$ cat src/hw/rtl/obj_tri_pkg.sv
package obj_tri_pkg;

  // Fixed width of the corner fields on the result port.
  localparam int CORNER_BITS = 24;

  // Default width of the internal signed vertex index.
  localparam int INDEX_BITS_DEFAULT = 24;

  // ASCII codes the scanner reacts to.
  localparam logic [7:0] CHAR_F       = 8'h66;
  localparam logic [7:0] CHAR_SPACE   = 8'h20;
  localparam logic [7:0] CHAR_NEWLINE = 8'h0A;
  localparam logic [7:0] CHAR_MINUS   = 8'h2D;
  localparam logic [7:0] CHAR_ZERO    = 8'h30;
  localparam logic [7:0] CHAR_NINE    = 8'h39;

  // Scanner phase, one-hot.
  typedef enum logic [5:0] {
    PH_LINE_START = 6'b000001,
    PH_SAW_F      = 6'b000010,
    PH_GAP        = 6'b000100,
    PH_NUMBER     = 6'b001000,
    PH_SKIP_ENTRY = 6'b010000,
    PH_SKIP_LINE  = 6'b100000
  } phase_t;

  // One triangle word.
  typedef struct packed {
    logic [CORNER_BITS-1:0] first;
    logic [CORNER_BITS-1:0] previous;
    logic [CORNER_BITS-1:0] current;
    logic                   starts_face;
    logic                   clipped;
  } tri_word_t;

endpackage

$ cat src/hw/rtl/obj_face_line_triangulator_core.sv
// Channel  | Handshake             | Payload
// ---------+-----------------------+------------------------------------------------
// input    | in_valid / in_ready   | text_byte[7:0], end_of_text
// output   | out_valid / out_ready | corner_first/previous/current[23:0] (signed),
//          |                       | starts_face, index_clipped
//
// One byte is taken per cycle while in_ready is high; scan state updates on the accepting edge.
// A triangle word is registered into the output register, or into the skid slot if the output is stalled.
// Throughput is bound by the output register plus a one-word skid buffer:
// in_ready drops only while the skid slot holds a word.
// Reset (rst, synchronous) returns the scanner to line start with an empty fan.
module obj_face_line_triangulator_core #(
  parameter int INDEX_BITS = obj_tri_pkg::INDEX_BITS_DEFAULT
) (
  input  logic                                      clk,
  input  logic                                      rst,
  input  logic                                      in_valid,
  output logic                                      in_ready,
  input  logic [7:0]                                text_byte,
  input  logic                                      end_of_text,
  output logic                                      out_valid,
  input  logic                                      out_ready,
  output logic signed [obj_tri_pkg::CORNER_BITS-1:0] corner_first,
  output logic signed [obj_tri_pkg::CORNER_BITS-1:0] corner_previous,
  output logic signed [obj_tri_pkg::CORNER_BITS-1:0] corner_current,
  output logic                                      starts_face,
  output logic                                      index_clipped
);

  // Accumulator math runs 4 bits wider so acc*10+9 never wraps before the clip test.
  localparam int ACC_W = INDEX_BITS + 4;
  localparam int EXT_W = (INDEX_BITS > obj_tri_pkg::CORNER_BITS) ?
                         INDEX_BITS : obj_tri_pkg::CORNER_BITS;
  localparam logic [ACC_W-1:0]      HALF_WIDE = ACC_W'(1) << (INDEX_BITS - 1);
  localparam logic [INDEX_BITS-1:0] HALF      = INDEX_BITS'(1) << (INDEX_BITS - 1);
  localparam logic [INDEX_BITS-1:0] IDX_MIN   = HALF;
  localparam logic [INDEX_BITS-1:0] IDX_MAX   = ~HALF;

  // Scan state
  obj_tri_pkg::phase_t    phase, phase_next;
  logic [INDEX_BITS-1:0]  acc, acc_next;
  logic                   neg, neg_next;
  logic                   sat, sat_next;
  logic [INDEX_BITS-1:0]  first_idx, first_idx_next;
  logic [INDEX_BITS-1:0]  prev_idx, prev_idx_next;
  logic                   first_clip, first_clip_next;
  logic                   prev_clip, prev_clip_next;
  logic [1:0]             entries, entries_next;

  // Output register and skid slot
  obj_tri_pkg::tri_word_t out_word, skid_word, res_word;
  logic                   skid_valid;
  logic                   res_valid;

  logic in_fire;
  logic out_slot_free;

  // Byte classification
  logic                   is_digit, is_space, is_nl, is_minus, is_f;
  logic [3:0]             digit;
  logic [ACC_W-1:0]       acc_sum;
  logic                   complete;
  logic [INDEX_BITS-1:0]  cur_idx;
  logic                   cur_clip;
  logic signed [EXT_W-1:0] ext_first, ext_prev, ext_cur;

  assign in_ready      = !skid_valid;
  assign in_fire       = in_valid && in_ready;
  assign out_slot_free = !out_valid || out_ready;

  assign is_digit = (text_byte >= obj_tri_pkg::CHAR_ZERO) &&
                    (text_byte <= obj_tri_pkg::CHAR_NINE);
  assign is_space = (text_byte == obj_tri_pkg::CHAR_SPACE);
  assign is_nl    = (text_byte == obj_tri_pkg::CHAR_NEWLINE);
  assign is_minus = (text_byte == obj_tri_pkg::CHAR_MINUS);
  assign is_f     = (text_byte == obj_tri_pkg::CHAR_F);
  assign digit    = 4'(text_byte - obj_tri_pkg::CHAR_ZERO);

  // acc*10 + digit as two shifts and two adds
  assign acc_sum = (ACC_W'(acc) << 3) + (ACC_W'(acc) << 1) + ACC_W'(digit);

  always_comb begin
    phase_next      = phase;
    acc_next        = acc;
    neg_next        = neg;
    sat_next        = sat;
    first_idx_next  = first_idx;
    prev_idx_next   = prev_idx;
    first_clip_next = first_clip;
    prev_clip_next  = prev_clip;
    entries_next    = entries;
    complete        = 1'b0;
    cur_idx         = '0;
    cur_clip        = 1'b0;
    res_valid       = 1'b0;
    ext_first       = '0;
    ext_prev        = '0;
    ext_cur         = '0;

    unique case (phase)
      obj_tri_pkg::PH_LINE_START: begin
        if (is_f) phase_next = obj_tri_pkg::PH_SAW_F;
        else if (is_nl) phase_next = obj_tri_pkg::PH_LINE_START;
        else phase_next = obj_tri_pkg::PH_SKIP_LINE;
      end
      obj_tri_pkg::PH_SAW_F: begin
        phase_next = is_space ? obj_tri_pkg::PH_GAP : obj_tri_pkg::PH_SKIP_LINE;
      end
      obj_tri_pkg::PH_GAP: begin
        if (is_minus || is_digit) begin
          neg_next   = is_minus;
          acc_next   = is_minus ? '0 : INDEX_BITS'(digit);
          sat_next   = 1'b0;
          phase_next = obj_tri_pkg::PH_NUMBER;
          complete   = end_of_text;
        end
      end
      obj_tri_pkg::PH_NUMBER: begin
        if (is_digit) begin
          if (acc_sum > HALF_WIDE) begin
            acc_next = HALF;
            sat_next = 1'b1;
          end else begin
            acc_next = acc_sum[INDEX_BITS-1:0];
          end
          complete = end_of_text;
        end else begin
          complete   = 1'b1;
          phase_next = is_space ? obj_tri_pkg::PH_GAP : obj_tri_pkg::PH_SKIP_ENTRY;
        end
      end
      obj_tri_pkg::PH_SKIP_ENTRY: begin
        if (is_space) phase_next = obj_tri_pkg::PH_GAP;
      end
      obj_tri_pkg::PH_SKIP_LINE: begin
        phase_next = obj_tri_pkg::PH_SKIP_LINE;
      end
      default: begin
        phase_next = obj_tri_pkg::PH_SKIP_LINE;
      end
    endcase

    // Number to clipped zero-based index; -acc-1 is ~acc in two's complement
    if (neg_next) begin
      if (sat_next || acc_next > IDX_MAX) begin
        cur_idx  = IDX_MIN;
        cur_clip = 1'b1;
      end else begin
        cur_idx = ~acc_next;
      end
    end else if (sat_next) begin
      cur_idx  = IDX_MAX;
      cur_clip = 1'b1;
    end else begin
      cur_idx = acc_next - INDEX_BITS'(1);
    end

    // Fan bookkeeping
    if (complete) begin
      if (entries == 2'd0) begin
        first_idx_next  = cur_idx;
        first_clip_next = cur_clip;
        entries_next    = 2'd1;
      end else if (entries == 2'd1) begin
        entries_next = 2'd2;
      end else begin
        res_valid    = 1'b1;
        entries_next = 2'd3;
      end
      prev_idx_next  = cur_idx;
      prev_clip_next = cur_clip;
    end

    // Sign-extend (or truncate) to the port width
    ext_first = EXT_W'($signed(first_idx));
    ext_prev  = EXT_W'($signed(prev_idx));
    ext_cur   = EXT_W'($signed(cur_idx));

    if (is_nl || end_of_text) begin
      phase_next   = obj_tri_pkg::PH_LINE_START;
      entries_next = 2'd0;
    end
  end

  assign res_word.first       = ext_first[obj_tri_pkg::CORNER_BITS-1:0];
  assign res_word.previous    = ext_prev[obj_tri_pkg::CORNER_BITS-1:0];
  assign res_word.current     = ext_cur[obj_tri_pkg::CORNER_BITS-1:0];
  assign res_word.starts_face = (entries == 2'd2);
  assign res_word.clipped     = first_clip || prev_clip || cur_clip;

  // Scan state registers
  always_ff @(posedge clk) begin
    if (rst) begin
      phase      <= obj_tri_pkg::PH_LINE_START;
      acc        <= '0;
      neg        <= 1'b0;
      sat        <= 1'b0;
      first_idx  <= '0;
      prev_idx   <= '0;
      first_clip <= 1'b0;
      prev_clip  <= 1'b0;
      entries    <= 2'd0;
    end else if (in_fire) begin
      phase      <= phase_next;
      acc        <= acc_next;
      neg        <= neg_next;
      sat        <= sat_next;
      first_idx  <= first_idx_next;
      prev_idx   <= prev_idx_next;
      first_clip <= first_clip_next;
      prev_clip  <= prev_clip_next;
      entries    <= entries_next;
    end
  end

  // Output register with skid slot: a word that finds the output stalled parks in skid.
  always_ff @(posedge clk) begin
    if (rst) begin
      out_valid  <= 1'b0;
      skid_valid <= 1'b0;
    end else if (out_slot_free) begin
      if (skid_valid) begin
        out_valid  <= 1'b1;
        skid_valid <= 1'b0;
      end else begin
        out_valid <= in_fire && res_valid;
      end
    end else if (in_fire && res_valid) begin
      skid_valid <= 1'b1;
    end
  end

  always_ff @(posedge clk) begin
    if (out_slot_free) begin
      if (skid_valid) out_word <= skid_word;
      else if (in_fire && res_valid) out_word <= res_word;
    end else if (in_fire && res_valid) begin
      skid_word <= res_word;
    end
  end

  assign corner_first    = out_word.first;
  assign corner_previous = out_word.previous;
  assign corner_current  = out_word.current;
  assign starts_face     = out_word.starts_face;
  assign index_clipped   = out_word.clipped;

  // Skid only ever holds a word behind a valid output word
  a_skid_behind_out: assert property (@(posedge clk) disable iff (rst)
    skid_valid |-> out_valid)
    else $error("skid word without output word");

  // Skid fills only when the output was stalled
  a_skid_fill_cause: assert property (@(posedge clk) disable iff (rst)
    $rose(skid_valid) |-> $past(out_valid && !out_ready))
    else $error("skid filled while output was free");

  // A newline or final byte always clears the fan
  a_line_end_clears: assert property (@(posedge clk) disable iff (rst)
    in_fire && (is_nl || end_of_text) |=> entries == 2'd0 &&
      phase == obj_tri_pkg::PH_LINE_START)
    else $error("line end did not clear fan state");

  // Triangles come only out of entry parsing on a full fan
  a_result_source: assert property (@(posedge clk) disable iff (rst)
    res_valid |-> (entries != 2'd0 && entries != 2'd1) &&
      (phase == obj_tri_pkg::PH_NUMBER || phase == obj_tri_pkg::PH_GAP))
    else $error("triangle from unexpected phase or fan count");

  a_phase_onehot: assert property (@(posedge clk) disable iff (rst)
    $onehot(phase))
    else $error("scan phase not one-hot");

endmodule
$ cat config.mk
export PLATFORM = sky130hd
export DESIGN_NAME = obj_face_line_triangulator_core
export DESIGN_NICKNAME = d
export VERILOG_FILES = /design/src/hw/rtl/obj_tri_pkg.sv /design/src/hw/rtl/obj_face_line_triangulator_core.sv
export SDC_FILE = /design/constraint.sdc
export NUM_CORES = 1
export LEC_CHECK = 0
export BUFFER_PORTS_ARGS = -buffer_cell sky130_fd_sc_hd__buf_4
export CORE_UTILIZATION = 35
export DETAILED_ROUTE_END_ITERATION = 16
export PLACE_DENSITY = 0.63
export SETUP_SLACK_MARGIN = 0.2
export SLEW_MARGIN = 20
export SYNTH_ARGS = -nofsm -noshare
export SYNTH_HDL_FRONTEND = slang
export SYNTH_SLANG_ARGS = --single-unit
$ cat constraint.sdc
create_clock -name clk -period 14.25 [get_ports clk]
set_input_delay 2.1375 -clock clk [delete_from_list [all_inputs] [get_ports clk]]
set_output_delay 2.1375 -clock clk [all_outputs]
set_load 0.05 [all_outputs]
# Yosys cells after proc, flatten, opt, wreduce, memory -nomap -nowiden
# Index checks and enable logic that the tools add are counted.
word_totals:
  reg_bits: 234
  output_inout_bits: 76
classes:
  n_addsub: 4
  magnitude_cmp: 4
  n_eq_ne: 14
  n_mux: 39
  n_bitwise: 2
  n_reduce_logical: 21
op_table:
  columns: ["operator", "n"]
  rows:
  - ["two-way mux 74 bit", 2]
  - ["two-way mux 24 bit", 6]
  - ["one-hot mux 24 bit (2 select lines)", 1]
  - ["two-way mux 6 bit", 7]
  - ["one-hot mux 6 bit (5 select lines)", 1]
  - ["adder 27 x 25 -> 28 bit", 1]
  - ["adder 28 x 4 -> 28 bit", 1]
  - ["> comparator 28 x 24 -> 1 bit (second input constant)", 1]
  - ["> comparator 24 x 23 -> 1 bit (second input constant)", 1]
  - ["NOT 24 bit", 1]
  - ["subtractor 24 x 1 -> 24 bit (second input constant)", 1]
  - ["equality test 8 x 6 -> 1 bit (second input constant)", 2]
  - ["two-way mux 1 bit", 15]
  - ["inequality test 3 bit (second input constant)", 3]
  - ["equality test 8 x 4 -> 1 bit (second input constant)", 1]
  - ["equality test 8 x 7 -> 1 bit (second input constant)", 1]
  - [">= comparator 8 x 6 -> 1 bit (second input constant)", 1]
  - ["less-or-equal comparator 8 x 6 -> 1 bit (second input constant)", 1]
  - ["AND reduction 2 bit", 4]
  - ["equality test 6 x 1 -> 1 bit (second input constant)", 1]
  - ["equality test 6 x 2 -> 1 bit (second input constant)", 1]
  - ["equality test 6 x 3 -> 1 bit (second input constant)", 1]
  - ["equality test 6 x 4 -> 1 bit (second input constant)", 1]
  - ["equality test 6 x 5 -> 1 bit (second input constant)", 1]
  - ["other kinds (16)", 28]

# Depth between registers and ports, before layout
depth:
  word_depth: 13
  depth_mapped: 25
  ltp_nobuf: 22

# Least setup slack after synthesis
# No wires, ideal clock.
synth_timing:
  path_type: "input -> register"
  startpoint: "in text_byte[7]"
  endpoint: "reg out_word (netlist bit corner_current[0]), enable pin"
  arrival_ps: 8954
  setup_slack_ps: 4676
  cell_stages: 8
  path_buffers: 1
  cell_sequence: "nor3b_1 -> nand3_1 -> a21oi_1 -> nor2_1 -> nor2_1 -> clkbuf_1 -> nand2_1 -> a21boi_0"
synth_via:
  elab_chain_cells: 9
  elab_cells_between_ends: 12
  classes_between: "order compare (2); eq/ne (1); mux (4); reduce/logical (5)"
synth_lines:
  columns: ["item", "line_no", "text"]
  rows:
  - ["start, declared", "obj_face_line_triangulator_core.sv:19", "input logic [7:0] text_byte,"]
  - [">= comparator 8 x 6 -> 1 bit / less-or-equal comparator 8 x 6 -> 1 bit (equally long branches)", "obj_face_line_triangulator_core.sv:71, obj_face_line_triangulator_core.sv:72", null]
  - ["logical AND 1 bit", "obj_face_line_triangulator_core.sv:71", "assign is_digit = (text_byte >= obj_tri_pkg::CHAR_ZERO) &&"]
  - ["logical OR 1 bit", "obj_face_line_triangulator_core.sv:110", "if (is_minus || is_digit) begin"]
  - ["two-way mux 1 bit", "obj_face_line_triangulator_core.sv:110", null]
  - ["one-hot mux 1 bit (2 select lines) (*)", "obj_face_line_triangulator_core.sv:100", "unique case (phase)"]
  - ["two-way mux 1 bit (*)", "obj_face_line_triangulator_core.sv:159", "if (complete) begin"]
  - ["logical AND 1 bit (*)", "obj_face_line_triangulator_core.sv:236", "else if (in_fire && res_valid) out_word <= res_word;"]
  - ["nonzero test 2 bit (no line) (*)", null, null]
  - ["AND reduction 2 bit (no line) (*)", null, null]
  - ["end signal, assigned", "obj_face_line_triangulator_core.sv:235", "if (skid_valid) out_word <= skid_word;"]
  - ["end signal, assigned", "obj_face_line_triangulator_core.sv:236", null]
  - ["end, declared", "obj_face_line_triangulator_core.sv:51", "obj_tri_pkg::tri_word_t out_word, skid_word, res_word;"]
# Every way passes the cells marked *; elsewhere a longest branch is shown, timed or not.
# A chain may end at the register's enable or synchronous reset.

# Final worst setup path
layout_timing:
  startpoint: "in text_byte[3]"
  endpoint: "reg out_word (netlist bit corner_current[22]) (data pin)"
layout_via:
  elab_chain_cells: 12
  elab_cells_between_ends: 28
  classes_between: "add/sub (3); order compare (4); eq/ne (1); mux (16); bitwise (1); reduce/logical (3)"
layout_lines:
  columns: ["item", "line_no", "text"]
  rows:
  - ["subtractor 4 x 1 -> 4 bit", "obj_face_line_triangulator_core.sv:77", "assign digit = 4'(text_byte - obj_tri_pkg::CHAR_ZERO);"]
  - ["adder 28 x 4 -> 28 bit", "obj_face_line_triangulator_core.sv:80", "assign acc_sum = (ACC_W'(acc) << 3) + (ACC_W'(acc) << 1) + ACC_W'(digit);"]
  - ["> comparator 28 x 24 -> 1 bit", "obj_face_line_triangulator_core.sv:120", "if (acc_sum > HALF_WIDE) begin"]
  - ["two-way mux 24 bit", "obj_face_line_triangulator_core.sv:120", null]
  - ["two-way mux 24 bit", "obj_face_line_triangulator_core.sv:119", "if (is_digit) begin"]
  - ["one-hot mux 24 bit (2 select lines)", "obj_face_line_triangulator_core.sv:100", null]
  - ["> comparator 24 x 23 -> 1 bit", "obj_face_line_triangulator_core.sv:145", "if (sat_next || acc_next > IDX_MAX) begin"]
  - ["logical OR 1 bit", "obj_face_line_triangulator_core.sv:145", null]
  - ["two-way mux 24 bit", "obj_face_line_triangulator_core.sv:145", null]
  - ["two-way mux 24 bit (*)", "obj_face_line_triangulator_core.sv:144", "if (neg_next) begin"]
  - ["two-way mux 74 bit (*)", "obj_face_line_triangulator_core.sv:236", null]
  - ["two-way mux 74 bit (*)", "obj_face_line_triangulator_core.sv:235", null]
# Every way passes the cells marked *; elsewhere a longest branch is shown, timed or not. The select of a mux whose other input is x is not followed.

==> impl_metrics.tcl <==
set metrics [dict create \
    endpoint_kind "register" \
    yosysWarnings 0 \
    grt_pass1_wl_um 48900 \
    cts_resized 0 \
    first_global_vias 8863 \
    slowest_stage "fa_1" \
    area_growth_pct 15.6 \
    crit_chain "buf_4, inv_1, fa_1, inv_1, ha_1, a21oi_1, nor2_1, or4_1, a32oi_1, or4b_1, nor4_1, nand4_1, a21oi_2, a31oi_1, ha_1, and3_1, o31ai_4, nor4_1, nand2_1, o31ai_1, a211oi_1, o21ai_0" \
    period_needed_ps 7670 \
    timing.rr.end "corner_current[22]" \
    fin_crit_sh_pct 53.9 \
    final_net_count 1303 \
    crit_type "in2reg" \
    gp_routability_congestion 0.872 \
    powerDensity_nw_per_um2 107 \
    drt_iter0_markers 746 \
    cts_root_buffer "clkbuf_16" \
    cts_buffers 22 \
    final_common_cell "edfxtp_1" \
    routedWlPerCell_um 17.9 \
    async_flop_share_pct 0 \
    timing.setup.tns_ps 0 \
    routed_via_density 5.50 \
    hold_depth 0 \
    clock_path_buffers 3 \
    fillers 3375 \
    synthesis.nets 1238 \
    hpwl_um 21900 \
    ys_ff_latch 234 \
    initial_core_util_pct 35.5 \
    antenna_left 0 \
    worstMarginPinSlew_ps 993 \
    leakagePower_nw 5.31 \
    syn-instance-count 1175 \
    rows 68 \
    ff2ff_path_depth 20 \
    finalMaxSlewViolations 0 \
    outcome "finished clean" \
    cts_sinks 234 \
    drive_above_1_share_pct 18.4 \
    drt-total-wl_um 30600 \
    fin_util_pct 41.1 \
    r2r_start "acc[8]" \
    core-area_um2 34500 \
    cp-start-kind "input pin" \
    num_vias 9413 \
    drt_pass1_iterations 5 \
    diodes 0 \
    place.port_buffers 88 \
    fmax_mhz 130 \
    rrSetupSlack_ps 7850 \
    hold_viol_final 0 \
    fp.dieW_um 189 \
    synth_area_um2 12300 \
    cts_hold_buf 0 \
    min_to "skid_word[41]" \
    ys.flop_type "edfxtp_1" \
    skew_ps 16.5 \
    relSlewSlack_pct 33.8 \
    cpPeakStageDelay_ps 600 \
    hp-class "reg2reg" \
    ioPinCount 89 \
    grt_overflow_total 0 \
    ys_types 82 \
    path_max_fanout 13 \
    die-area_um2 35800 \
    setup_viol 0 \
    h-tree-depth 1 \
    cp.arrival_ps 7880 \
    drc_errors 0 \
    cap_violations 0 \
    peakVddDrop_mv 0.0736 \
    syn_avg_cell_area_um2 10.4 \
    clk-insertion-delay-late_ps 500 \
    track_usage_pct 16.8 \
    seq_area_frac_synth_pct 50.2 \
    path_clk_slew_ps 60 \
    rsz0062_at_grt "false" \
    antenna_found_initial 0 \
    cts_tree "done" \
    hp-start "ext_prev[15]" \
    final_cell_mix "edfxtp_1, nor2_1, buf_4, dfxtp_1, nand2_1" \
    die_y_um 189 \
    cts_setup_buffers 0 \
    cp.required_ps 14450 \
    synth-edff-count 148 \
    grt_max_degree 87 \
]
## stage by stage
stage | hold slack (ps) | total power [mW] | area, um^2 | worst slack, ps | std cells
global placement | 409 | 0.899 | 13400 | 6310 | 1671
floorplan | 408 | 0.858 | 12300 | 4680 | 1175
finish | 438 | 1.52 | 14200 | 6580 | 1711
detailed placement | 420 | 0.901 | 13400 | 6070 | 1671
CTS | 435 | 1.53 | 14200 | 6580 | 1711
global route | 445 | 1.58 | 14200 | 6070 | 1711
## critical path, delay by kind of cell
kind | cells | cell delay, ps
AO/OA/AOI/OAI | 8 | 2090
adder cells (fa/ha/maj) | 3 | 1200
buffers and inverters | 3 | 220
AND/OR/NAND/NOR | 8 | 2230
## metal layers
metal  part of all wire [%]  global-route usage [%]
met5                      0                       0
met4                    1.3                    3.26
met3                    4.7                    1.35
met2                     46                    27.4
met1                     48                    24.4
## cell families after synthesis
family / count (synthesis) / synth area share, %
compound gates: 343 / 19.7
mux: 69 / 6.29
buf+inv: 103 / 3.43
simple gates: 362 / 14.2
xor+xnor: 14 / 0.999
flops: 234 / 50.2
fa+ha+maj: 50 / 5.22
## worst max-delay path by stage
stage / slack [ps] / cells past startpoint / to / from
after floorplan: 4680 / 8 / corner_current[0] / text_byte[7]
after global placement: 6310 / 22 / corner_current[22] / text_byte[3]
after detailed placement: 6070 / 22 / corner_current[22] / text_byte[3]
after CTS: 6580 / 22 / corner_current[22] / text_byte[3]
after global routing: 6070 / 22 / corner_current[22] / text_byte[3]
final: 6580 / 22 / corner_current[22] / text_byte[3]
## cell type report
type,count,area [um^2],area share (%)
Timing Repair Buffer,103,773,5.45
Clock buffer,32,649,4.58
Sequential cell,234,6170,43.5
Inverter,41,154,1.08
Clock inverter,8,149,1.05
Tap cell,455,569,4.01
Multi-Input combinational cell,838,5730,40.4
## registers in the layout (all words and copies together) (netlist names)
signal           flops
sat                  1
ext_first           24
entries              2
phase                6
skid_word           74
out_valid            1
corner_previous     24
acc                 24
first_clip           1
neg                  1
prev_clip            1
corner_current      24
starts_face          1
skid_valid           1
index_clipped        1
ext_prev            24
corner_first        24
## report_power, final
group / internal, mW / leakage [nW] / switching, mW
sequential: 0.723 / 2.06 / 0.00675
clock: 0.391 / 0.392 / 0.245
combinational: 0.0583 / 2.86 / 0.0993
total: 1.17 / 5.31 / 0.351
## cells in the mapped netlist (all sizes together) (4+ instances only)
| library cell | n | area [um^2] |
|---|---|---|
| and2 | 18 | 113 |
| nand2 | 80 | 300 |
| a21o | 17 | 128 |
| nand4 | 11 | 68.8 |
| nand2b | 9 | 56.3 |
| or3 | 7 | 43.8 |
| o31ai | 14 | 129 |
| inv | 41 | 154 |
| nand3b | 4 | 30.0 |
| o41ai | 4 | 35.0 |
| nor3b | 5 | 42.5 |
| dfxtp | 86 | 1720 |
| nor2 | 138 | 518 |
| o2111ai | 4 | 35.0 |
| o211a | 5 | 50.1 |
| buf | 14 | 87.6 |
| a21boi | 8 | 60.1 |
| o31a | 8 | 70.1 |
| mux2 | 65 | 732 |
| a31oi | 7 | 43.8 |
| o21a | 6 | 45.0 |
| a22oi | 21 | 158 |
| nor4 | 10 | 62.6 |
| a22o | 10 | 87.6 |
| a221oi | 4 | 35.0 |
| a211oi | 68 | 526 |
| mux2i | 4 | 40.0 |
| edfxtp | 148 | 4440 |
| o21ai | 48 | 240 |
| or4 | 7 | 56.3 |
| nor2b | 12 | 82.6 |
| nand3 | 17 | 85.1 |
| and3 | 5 | 31.3 |
| xnor2 | 12 | 105 |
| o211ai | 7 | 52.6 |
| a21oi | 78 | 405 |
| ha | 48 | 601 |
| nor3 | 26 | 140 |
| clkbuf | 48 | 180 |
(Power assumes the default switching activity.)
